`src/lfc_pkg.sv`:
```
// shared constants and types of the loopback frame checker
package lfc_pkg;

	localparam int unsigned WORD_W          = 32;
	localparam int unsigned SEQ_W           = 64;
	localparam int unsigned TOTAL_W         = 64;
	localparam int unsigned POS_W           = 10;
	localparam int unsigned MAX_FRAME_WORDS = 512;

	localparam logic [POS_W-1:0] POS_LIMIT  = {POS_W{1'b1}};
	localparam logic [POS_W-1:0] POS_LENGTH = POS_W'(0);
	localparam logic [POS_W-1:0] POS_CSUM   = POS_W'(1);
	localparam logic [POS_W-1:0] POS_SEQ_LO = POS_W'(2);
	localparam logic [POS_W-1:0] POS_SEQ_HI = POS_W'(3);

	// per-frame verdict handed from the accumulator to the totals logic
	typedef struct packed {
		logic              checksum_bad;
		logic [WORD_W-1:0] frame_length;
		logic [SEQ_W-1:0]  received_sequence;
	} frame_rpt_t;

endpackage

```
`src/lfc_word_if.sv`:
```
// item channels: received words in, per-frame reports out
interface lfc_word_if;
	logic        valid;
	logic        ready;
	logic [31:0] data_word;
	logic        frame_end;

	modport source (output valid, output data_word, output frame_end, input ready);
	modport sink   (input valid, input data_word, input frame_end, output ready);
endinterface

interface lfc_report_if;
	logic        valid;
	logic        ready;
	logic        checksum_bad;
	logic        sequence_bad;
	logic [31:0] frame_length;
	logic [63:0] received_sequence;
	logic [63:0] checksum_error_total;
	logic [63:0] sequence_error_total;
	logic [63:0] good_words_total;

	modport source (
		output valid, output checksum_bad, output sequence_bad, output frame_length,
		output received_sequence, output checksum_error_total,
		output sequence_error_total, output good_words_total,
		input ready
	);
	modport sink (
		input valid, input checksum_bad, input sequence_bad, input frame_length,
		input received_sequence, input checksum_error_total,
		input sequence_error_total, input good_words_total,
		output ready
	);
endinterface

```
`src/lfc_frame_acc.sv`:
```
// per-frame header capture and add-xor checksum accumulation
module lfc_frame_acc (
	input  logic                                clk,
	input  logic                                arst_n,
	input  logic                                advance,
	input  logic [lfc_pkg::WORD_W-1:0]          data_word,
	input  logic                                frame_end,
	output lfc_pkg::frame_rpt_t                 rpt
);

	logic [lfc_pkg::POS_W-1:0]  pos_q;
	logic [lfc_pkg::WORD_W-1:0] sum_q;
	logic [lfc_pkg::WORD_W-1:0] len_q;
	logic [lfc_pkg::WORD_W-1:0] carried_q;
	logic [lfc_pkg::SEQ_W-1:0]  seq_q;

	logic [lfc_pkg::WORD_W-1:0] len_d;
	logic [lfc_pkg::WORD_W-1:0] carried_d;
	logic [lfc_pkg::SEQ_W-1:0]  seq_d;
	logic [lfc_pkg::WORD_W-1:0] sum_d;
	logic [lfc_pkg::WORD_W-1:0] term;
	logic [lfc_pkg::WORD_W-1:0] pos_ext;
	logic [lfc_pkg::WORD_W-1:0] received;
	logic                       too_long;
	logic                       too_short;

	always_comb begin
		len_d     = (pos_q == lfc_pkg::POS_LENGTH) ? data_word : len_q;
		carried_d = (pos_q == lfc_pkg::POS_CSUM) ? data_word : carried_q;
		seq_d     = seq_q;
		if (pos_q == lfc_pkg::POS_SEQ_LO) begin
			seq_d[31:0] = data_word;
		end else if (pos_q == lfc_pkg::POS_SEQ_HI) begin
			seq_d[63:32] = data_word;
		end
		pos_ext  = lfc_pkg::WORD_W'(pos_q);
		received = pos_ext + lfc_pkg::WORD_W'(1);
		// carried checksum word counts as zero
		term     = (pos_q == lfc_pkg::POS_CSUM) ? '0 : data_word;
		sum_d    = (pos_ext < len_d) ? ((sum_q + term) ^ term) : sum_q;
		too_long  = len_d > lfc_pkg::WORD_W'(lfc_pkg::MAX_FRAME_WORDS);
		too_short = received < len_d;

		rpt.checksum_bad      = too_long || too_short || (sum_d != carried_d);
		rpt.frame_length      = len_d;
		rpt.received_sequence = seq_d;
	end

	always_ff @(posedge clk or negedge arst_n) begin
		if (!arst_n) begin
			pos_q     <= '0;
			sum_q     <= '0;
			len_q     <= '0;
			carried_q <= '0;
			seq_q     <= '0;
		end else if (advance) begin
			if (frame_end) begin
				pos_q     <= '0;
				sum_q     <= '0;
				len_q     <= '0;
				carried_q <= '0;
				seq_q     <= '0;
			end else begin
				pos_q     <= (pos_q == lfc_pkg::POS_LIMIT) ? pos_q : pos_q + lfc_pkg::POS_W'(1);
				sum_q     <= sum_d;
				len_q     <= len_d;
				carried_q <= carried_d;
				seq_q     <= seq_d;
			end
		end
	end

`ifndef SYNTHESIS
	// a frame end always restarts the header capture
	a_end_restarts: assert property (@(posedge clk) disable iff (!arst_n)
		advance && frame_end |=> pos_q == '0 && sum_q == '0)
		else $error("frame state not cleared after frame end");
	// position only moves on an advanced item
	a_pos_holds: assert property (@(posedge clk) disable iff (!arst_n)
		!advance |=> $stable(pos_q))
		else $error("word position moved without an item");
	// once saturated, position stays until frame end
	a_pos_sat: assert property (@(posedge clk) disable iff (!arst_n)
		pos_q == lfc_pkg::POS_LIMIT && !frame_end |=> pos_q == lfc_pkg::POS_LIMIT)
		else $error("saturated word position wrapped");
`endif

endmodule

```
`src/loopback_frame_checker_top.sv`:
```
// loopback frame checker: input register, frame accumulator, totals and result register
// a frame-end item is taken into the input register; its report is loaded into the result register when it advances
// throughput: one word per cycle; the only stall is a frame end while an unread report is held
// ready follows the report side combinationally through the input register's advance
// reset: arst_n clears frame state, expected sequence, all totals and both valid flags
// no clearing pass: the block accepts words as soon as reset is released
module loopback_frame_checker_top (
	input  logic                clk,
	input  logic                arst_n,
	lfc_word_if.sink            words,
	lfc_report_if.source        report
);

	// input register
	logic        valid_s1;
	logic [31:0] data_word_s1;
	logic        frame_end_s1;

	// running totals and expected sequence
	logic [lfc_pkg::SEQ_W-1:0]   expected_seq_q;
	logic [lfc_pkg::TOTAL_W-1:0] csum_err_q;
	logic [lfc_pkg::TOTAL_W-1:0] seq_err_q;
	logic [lfc_pkg::TOTAL_W-1:0] good_words_q;

	// result register
	logic                        out_valid_q;
	logic                        out_csum_bad_q;
	logic                        out_seq_bad_q;
	logic [31:0]                 out_len_q;
	logic [63:0]                 out_seq_q;

	lfc_pkg::frame_rpt_t         rpt;
	logic                        stall;
	logic                        advance;
	logic                        load;
	logic                        seq_bad;
	logic [lfc_pkg::TOTAL_W-1:0] csum_err_d;
	logic [lfc_pkg::TOTAL_W-1:0] seq_err_d;
	logic [lfc_pkg::TOTAL_W-1:0] good_words_d;

	// a frame end can only leave the input register when the result slot is free or its report is being taken
	assign stall   = valid_s1 && frame_end_s1 && out_valid_q && !report.ready;
	assign advance = valid_s1 && !stall;
	assign load    = advance && frame_end_s1;
	assign words.ready = !stall;

	always_ff @(posedge clk or negedge arst_n) begin
		if (!arst_n) begin
			valid_s1 <= 1'b0;
		end else if (words.valid && words.ready) begin
			valid_s1 <= 1'b1;
		end else if (advance) begin
			valid_s1 <= 1'b0;
		end
	end

	always_ff @(posedge clk) begin
		if (words.valid && words.ready) begin
			data_word_s1 <= words.data_word;
			frame_end_s1 <= words.frame_end;
		end
	end

	lfc_frame_acc u_acc (
		.clk       (clk),
		.arst_n    (arst_n),
		.advance   (advance),
		.data_word (data_word_s1),
		.frame_end (frame_end_s1),
		.rpt       (rpt)
	);

	// totals after this frame's update
	always_comb begin
		seq_bad      = rpt.received_sequence != expected_seq_q;
		csum_err_d   = csum_err_q + lfc_pkg::TOTAL_W'(rpt.checksum_bad);
		seq_err_d    = seq_err_q + lfc_pkg::TOTAL_W'(seq_bad);
		good_words_d = rpt.checksum_bad ? good_words_q
			: good_words_q + lfc_pkg::TOTAL_W'(rpt.frame_length);
	end

	always_ff @(posedge clk or negedge arst_n) begin
		if (!arst_n) begin
			expected_seq_q <= '0;
			csum_err_q     <= '0;
			seq_err_q      <= '0;
			good_words_q   <= '0;
		end else if (load) begin
			expected_seq_q <= rpt.received_sequence + lfc_pkg::SEQ_W'(1);
			csum_err_q     <= csum_err_d;
			seq_err_q      <= seq_err_d;
			good_words_q   <= good_words_d;
		end
	end

	// result slot: filled on frame end, emptied when taken
	always_ff @(posedge clk or negedge arst_n) begin
		if (!arst_n) begin
			out_valid_q <= 1'b0;
		end else if (load) begin
			out_valid_q <= 1'b1;
		end else if (report.ready) begin
			out_valid_q <= 1'b0;
		end
	end

	always_ff @(posedge clk) begin
		if (load) begin
			out_csum_bad_q <= rpt.checksum_bad;
			out_seq_bad_q  <= seq_bad;
			out_len_q      <= rpt.frame_length;
			out_seq_q      <= rpt.received_sequence;
		end
	end

	// totals registers double as the report's total fields
	assign report.valid                = out_valid_q;
	assign report.checksum_bad         = out_csum_bad_q;
	assign report.sequence_bad         = out_seq_bad_q;
	assign report.frame_length         = out_len_q;
	assign report.received_sequence    = out_seq_q;
	assign report.checksum_error_total = csum_err_q;
	assign report.sequence_error_total = seq_err_q;
	assign report.good_words_total     = good_words_q;

`ifndef SYNTHESIS
	// a new report only comes from a frame-end word
	a_rise_from_end: assert property (@(posedge clk) disable iff (!arst_n)
		$rose(out_valid_q) |-> $past(valid_s1 && frame_end_s1))
		else $error("report raised without a frame end");
	// words are only held back by a frame end facing a full result slot
	a_stall_cause: assert property (@(posedge clk) disable iff (!arst_n)
		!words.ready |-> valid_s1 && frame_end_s1 && out_valid_q)
		else $error("input stalled without cause");
	// error total steps by exactly the reported flag
	a_csum_total: assert property (@(posedge clk) disable iff (!arst_n)
		load |=> csum_err_q == $past(csum_err_q) + lfc_pkg::TOTAL_W'(out_csum_bad_q))
		else $error("checksum error total out of step with flag");
	// totals never move between frame ends
	a_totals_hold: assert property (@(posedge clk) disable iff (!arst_n)
		!load |=> $stable(csum_err_q) && $stable(seq_err_q) && $stable(good_words_q))
		else $error("totals changed without a frame end");
`endif

endmodule
```
`src/flat_wrapper.sv`:
```
// flat-port wrapper written by rule: the top's interface ports become plain ports
module loopback_frame_checker_top_flat 
  (clk, arst_n, words_valid, words_data_word, words_frame_end, words_ready, report_valid, report_checksum_bad, report_sequence_bad, report_frame_length, report_received_sequence, report_checksum_error_total, report_sequence_error_total, report_good_words_total, report_ready);
  lfc_word_if words_i ();
  lfc_report_if report_i ();
  input  logic clk;
  input  logic arst_n;
  input wire logic [$bits(words_i.valid)-1:0] words_valid;
  input wire logic [$bits(words_i.data_word)-1:0] words_data_word;
  input wire logic [$bits(words_i.frame_end)-1:0] words_frame_end;
  output wire logic [$bits(words_i.ready)-1:0] words_ready;
  output wire logic [$bits(report_i.valid)-1:0] report_valid;
  output wire logic [$bits(report_i.checksum_bad)-1:0] report_checksum_bad;
  output wire logic [$bits(report_i.sequence_bad)-1:0] report_sequence_bad;
  output wire logic [$bits(report_i.frame_length)-1:0] report_frame_length;
  output wire logic [$bits(report_i.received_sequence)-1:0] report_received_sequence;
  output wire logic [$bits(report_i.checksum_error_total)-1:0] report_checksum_error_total;
  output wire logic [$bits(report_i.sequence_error_total)-1:0] report_sequence_error_total;
  output wire logic [$bits(report_i.good_words_total)-1:0] report_good_words_total;
  input wire logic [$bits(report_i.ready)-1:0] report_ready;
  assign words_i.valid = words_valid;
  assign words_i.data_word = words_data_word;
  assign words_i.frame_end = words_frame_end;
  assign words_ready = words_i.ready;
  assign report_valid = report_i.valid;
  assign report_checksum_bad = report_i.checksum_bad;
  assign report_sequence_bad = report_i.sequence_bad;
  assign report_frame_length = report_i.frame_length;
  assign report_received_sequence = report_i.received_sequence;
  assign report_checksum_error_total = report_i.checksum_error_total;
  assign report_sequence_error_total = report_i.sequence_error_total;
  assign report_good_words_total = report_i.good_words_total;
  assign report_i.ready = report_ready;
  loopback_frame_checker_top u_core (.clk(clk), .arst_n(arst_n), .words(words_i), .report(report_i));
endmodule
```
`config.mk`:
```
export PLATFORM = sky130hd
export DESIGN_NAME = loopback_frame_checker_top_flat
export DESIGN_NICKNAME = d
export VERILOG_FILES = /design/src/lfc_pkg.sv /design/src/lfc_word_if.sv /design/src/lfc_frame_acc.sv /design/src/loopback_frame_checker_top.sv /design/src/flat_wrapper.sv
export SDC_FILE = /design/constraint.sdc
export NUM_CORES = 1
export LEC_CHECK = 0
export BUFFER_PORTS_ARGS = -buffer_cell sky130_fd_sc_hd__buf_2
export CAP_MARGIN = 20
export CORE_MARGIN = 3
export CORE_UTILIZATION = 45
export CTS_CLUSTER_SIZE = 14
export DETAILED_ROUTE_END_ITERATION = 16
export PLACE_DENSITY = 0.66
export SYNTH_ARGS = -nofsm -noshare
export SYNTH_HDL_FRONTEND = slang
export SYNTH_SLANG_ARGS = --single-unit
```
`constraint.sdc`:
```
create_clock -name clk -period 7.46 [get_ports clk]
set_input_delay 1.492 -clock clk [delete_from_list [all_inputs] [get_ports clk]]
set_output_delay 1.492 -clock clk [all_outputs]
set_load 0.01 [all_outputs]
```
Word-level counts from Yosys, hierarchy flattened
Index checks and enable logic that the tools add are counted.
{ "classes": {"magnitude_cmp": 3, "bitwise_logic": 2, "n_mux": 17, "add_sub_neg": 7, "n_reduce_logical": 15, "eq_ne": 7} }
{ "ops": {"columns": ["op", "n"], "rows": [
  ["two-way mux 32 bit", 10],
  ["adder 64 x 1 -> 64 bit", 2],
  ["adder 64 x 1 -> 64 bit, second input constant", 1],
  ["adder 64 x 32 -> 64 bit", 1],
  ["two-way mux 64 bit", 1],
  ["!= test 64 bit", 1],
  ["adder 32 bit", 1],
  ["greater-than comparator 32 x 10 -> 1 bit, second input constant", 1],
  ["< comparator 10 x 32 -> 1 bit", 1],
  ["< comparator 11 x 32 -> 1 bit", 1],
  ["!= test 32 bit", 1],
  ["XOR 32 bit", 1],
  ["== test 10 x 2 -> 1 bit, second input constant", 2],
  ["two-way mux 10 bit", 2],
  ["adder 10 x 1 -> 11 bit, second input constant", 1],
  ["adder 10 x 1 -> 10 bit, second input constant", 1],
  ["== test 10 x 1 -> 1 bit, second input constant", 1],
  ["== test 10 bit, second input constant", 1],
  ["logical NOT 10 bit", 1],
  ["logical AND 1 bit", 6],
  ["two-way mux 1 bit", 4],
  ["AND reduction 2 bit", 2],
  ["nonzero test 2 bit", 2],
  ["logical NOT 1 bit", 2],
  ["3 further kinds", 4]
]} }
{ "word_totals": {"regBits": 559, "wordCells": 68, "output_inout_bits": 292, "input_bits": 37} }

Logic depth before layout (Yosys ltp)
{ "depth": {"depth_word": 9, "ltp_mapped": 33, "ltp_nobuf": 30} }

By module
From an unflattened synthesis, not the netlist that was laid out.
{ "unflattened": {"cells_unflattened": 3093, "hier_area_um2": 30544.3} }
{ "modules_own_cells": {"columns": ["mod", "n_inst", "area_per_inst_um2", "seq_area_each_um2", "cells_each"], "rows": [
  ["loopback_frame_checker_top", 1, 18195.0, 10390.0, 1629],
  ["lfc_frame_acc", 1, 12349.3, 4254.1, 1464]
]} }

Least setup slack after synthesis
Ideal clock, no wire load.
{ "synth_path": {"path_kind": "register -> register", "from": "register u_core.u_acc.pos_q[2] (netlist bit)", "to": "register u_core.csum_err_q (netlist bit u_core.report.checksum_error_total[58])", "path_slack_ps": -18, "arrival_ps": 7352, "path_buffers": 6, "required_ps": 7335, "setup_ps": 125, "stages_incl_launch_ff": 31, "cell_sequence": "dfrtp_1 > buf_4 > nor4_4 > nand3_1 > buf_2 > buf_1 > clkbuf_1 > clkbuf_1 > and2_1 > ha_1 > clkbuf_1 > nand2_1 > or4_1 > o41ai_1 > nor4_1 > or3b_2 > xnor2_1 > o41ai_2 > nand4_1 > ha_1 > ha_1 > nand3_1 > nor3_1 > nand3_1 > nor2_1 > nand2_1 > or2_1 > or3_1 > nor2_1 > nand3_1 > xnor2_1"} }
{ "synth_rtl": {"columns": ["item", "line", "rtl"], "rows": [
  ["from (decl)", "lfc_frame_acc.sv:11", "logic [lfc_pkg::POS_W-1:0] pos_q;"],
  ["from (signal assigned)", "lfc_frame_acc.sv:64", "pos_q <= (pos_q == lfc_pkg::POS_LIMIT) ? pos_q : pos_q + lfc_pkg::POS_W'(1);"],
  ["to (signal assigned)", "loopback_frame_checker_top.sv:90", "csum_err_q <= csum_err_d;"],
  ["to (decl)", "loopback_frame_checker_top.sv:21", "logic [lfc_pkg::TOTAL_W-1:0] csum_err_q;"]
]} }

==> results.sh <==
export IMPL_outcome="finished, final reports clean"
export IMPL_portBuffers=328
export IMPL_cts_root_buffer_cell="clkbuf_16"
export IMPL_top_layer="met5"
export IMPL_r2r_slack_ns=0.45
export IMPL_synth_most_common_cell="dfrtp_1"
export IMPL_wl_per_cell_um=21.1
export IMPL_synth_fp_nets=3151
export IMPL_end_kind="flip-flop"
export IMPL_yosys_area_top_type="dfrtp_1"
export IMPL_synth_area_sq_mm=0.0305
export IMPL_ys_seq_area_share_pct=48.0
export IMPL_finish_instance_area_sq_mm=0.0355
export IMPL_syn_inst=3021
export IMPL_synth_seq_cells=559
export IMPL_io_pins=329
export IMPL_num_rows=94
export IMPL_relSlewSlack_pct=29.7
export IMPL_antenna_found_initial=7
export IMPL_utilization_pct=53.4
export IMPL_hold_start="u_core.report.sequence_error_total[63]"
export IMPL_viasPerCell=5.73
export IMPL_die_h_um=266
export IMPL_nFillCells=5951
export IMPL_synth_area_leaders="dfrtp_1 (35%), edfxtp_1 (13%), xnor2_1 (7.3%)"
export IMPL_worst_pin_slew_ns=1.05
export IMPL_arrival_ns=7.51
export IMPL_worstPathRequired_ns=7.96
export IMPL_rsz0062_at_grt="false"
export IMPL_core_area_sq_mm=0.0665
export IMPL_power_per_cell_area_mw_per_mm2=289
export IMPL_drt_wl_total_mm=90.2
export IMPL_globalplace_congestion=0.989
export IMPL_clock_skew_ns=0.0317
export IMPL_ir_drop_mv=0.198
export IMPL_post_route_period_util_pct=94.0
export IMPL_via_count=24465
export IMPL_ys_warn_count=0
export IMPL_synthToLayoutAreaGrowth_pct=16.2
export IMPL_ys_types=94
export IMPL_grt_max_degree=158
export IMPL_drive_above_1_share_pct=16.6
export IMPL_h_tree_depth=2
export IMPL_synth_edf_count=131
export IMPL_synth_commonest_cells="dfrtp_1 (428), nand2_1 (414), xnor2_1 (256), o21ai_0 (205), xor2_1 (150)"
export IMPL_finalSetupTns_ns=0
export IMPL_yosysTopAreaCellShare_pct=35.1
export IMPL_cts_tree="yes"
export IMPL_clock_sinks=559
export IMPL_crit_fanout=17
export IMPL_p_leak_uw=0.0171
export IMPL_wl_met1_mm=38.6
export IMPL_fin_nets=3484
export IMPL_hold_path_class="reg -> reg"
export IMPL_fmax_mhz=143
export IMPL_final_min_clock_period_ns=7.01
export IMPL_met2_length_mm=40.4
export IMPL_r2r_start="u_core.u_acc.pos_q[7]"
export IMPL_initialDrtViolationCount=2103
export IMPL_synth_main_ff_cell="dfrtp_1"
export IMPL_finalSetupViolCount=0
export IMPL_grt_overflow=0
export IMPL_max_cap_violations=0
export IMPL_cts_buffers=60
export IMPL_die_area_sq_mm=0.0710
export IMPL_grt_use_total_pct=24.9
export IMPL_finalMaxSlewViolations=0
export IMPL_wl_met3_mm=7.71
export IMPL_synthArstFlopShare_pct=76.6
export IMPL_startpoint="u_core.u_acc.pos_q[7]"
export IMPL_place_area_sq_mm=0.0334
export IMPL_die_x_um=266
export IMPL_clockBufferDepth=3
export IMPL_grt_pass1_vias=23435
export IMPL_place_ws_ns=0.255
export IMPL_route_detailed_drc=0
export IMPL_fin_ws_ns=0.450
export IMPL_grt_pass1_wl_mm=139
export IMPL_post_dp_hpwl_mm=65.4
export IMPL_worstSetupPathType="reg -> reg"
export IMPL_ctsHoldBuffers=0
export IMPL_drt_pass1_iter_count=6
export IMPL_path_clk_slew_ns=0.07
export IMPL_start_util_pct=45.9
export IMPL_hold_viol_final=0
export IMPL_start_kind="flip-flop"
export IMPL_drtAntennaViolNets=0
export IMPL_syn_avg_cell_area_sq_um=10.1
export IMPL_clk_latency_ns=0.64
-- power by group --
group	internal (uW)	leakage, uW	switching [uW]
clock network	1790	0.000986	1250
registers	3480	0.00709	311
logic	1350	0.00899	2060
-- worst paths after layout --
| kind | to | cells after the start |
|---|---|---|
| min in group asynchronous | u_core.report.good_words_total[52] | 1 |
| min reg2reg | u_core.report.sequence_error_total[63] | 1 |
| max in group asynchronous | u_core.expected_seq_q[26] | 2 |
| max reg2reg | u_core.report.checksum_error_total[58] | 27 |
| max | u_core.report.checksum_error_total[58] | 27 |
| min | u_core.report.sequence_error_total[63] | 1 |
-- what timing repair did --
action                     in CTS  in global routing
setup endpoints to repair       0                 12
setup buffers                   0                  1
gates resized for setup         0                 13
-- layout by cell type, fill, tap and decap left out, types with 18 or more instances in the layout --
| master | count |
|---|---|
| a21o_1 | 35 |
| edfxtp_1 | 131 |
| mux2i_1 | 68 |
| mux2_1 | 29 |
| o21ai_0 | 203 |
| and3_1 | 52 |
| ha_1 | 91 |
| inv_1 | 110 |
| nor2_1 | 134 |
| nand3_1 | 103 |
| nand2_1 | 413 |
| nor2b_1 | 18 |
| buf_2 | 327 |
| nor4_1 | 29 |
| buf_4 | 69 |
| clkbuf_1 | 18 |
| dfrtp_1 | 428 |
| xnor2_1 | 254 |
| a22o_1 | 83 |
| and2_1 | 48 |
| xor2_1 | 150 |
| a31oi_1 | 18 |
| clkbuf_16 | 61 |
| nand4_1 | 73 |
| a21oi_1 | 96 |
| nor3_1 | 39 |
-- cell type report --
class	instances	area [sq um]	area share, %
antenna	1	2.50	0.00706
clock buffer	87	1700	4.81
clock inverter	24	309	0.872
inverter	111	422	1.19
multi-input combinational	2221	15000	42.4
sequential	559	14600	41.3
tap	864	1080	3.05
timing repair buffer	401	2250	6.34
-- sequential cells by signal, indices dropped and copies added (netlist names), 10 cells and up --
register / flops
u_core.u_acc.carried_q: 32
u_core.expected_seq_q: 64
u_core.report.received_sequence: 64
u_core.u_acc.seq_q: 64
u_core.u_acc.sum_q: 32
u_core.u_acc.len_q: 32
u_core.report.sequence_error_total: 64
u_core.report.checksum_error_total: 64
u_core.data_word_s1: 32
u_core.report.good_words_total: 64
u_core.report.frame_length: 32
u_core.u_acc.pos_q: 10
-- through the flow --
step                      hold slack [ns]  cells  power, uW
after floorplan                     0.450   3021       6110
after global placement              0.454   4154       7160
after detailed placement            0.453   4154       7160
after CTS                           0.465   4265      10200
after global routing                0.489   4267      10800
final                               0.457   4268      10200
-- worst max-delay path, cell delays in order (launching register included) --
cell and delay (ns):
dfrtp_1 0.49, nor4_4 0.46, buf_4 0.29, a31oi_1 0.31, ha_1 0.59, nand4_1 0.30, nor3_1 0.43, nand2_1 0.10
o211ai_1 0.34, nor2_1 0.18, xnor3_1 0.35, o31a_1 0.16, nor4_1 0.06, nand3_1 0.09, nor2_1 0.05, nand4_1 0.21
ha_1 0.23, ha_1 0.17, nand3_1 0.15, nor3_2 0.27, nand3_1 0.15, nor2_1 0.17, nand2_1 0.08, or2_1 0.25
or3_1 0.42, nor2_2 0.28, nand3_1 0.15, xnor2_1 0.15
-- per-layer routing --
layer | up-vias | GRT usage, %
met5 | - | 0
met1 | 11896 | 34.8
met3 | 201 | 4.59
li1 | 11358 | -
met4 | 6 | 9.38
met2 | 1004 | 38.9
-- logic make-up after synthesis --
| logic type | Yosys count | synth area share, % |
|---|---|---|
| simple gates | 1014 | 16.3 |
| compound gates | 587 | 12.6 |
| flops | 559 | 48.0 |
| xor+xnor | 413 | 12.2 |
| buf+inv | 241 | 3.15 |
| mux | 114 | 3.92 |
| fa+ha+maj | 93 | 3.86 |
No activity file was read; power rests on OpenSTA's default activity.
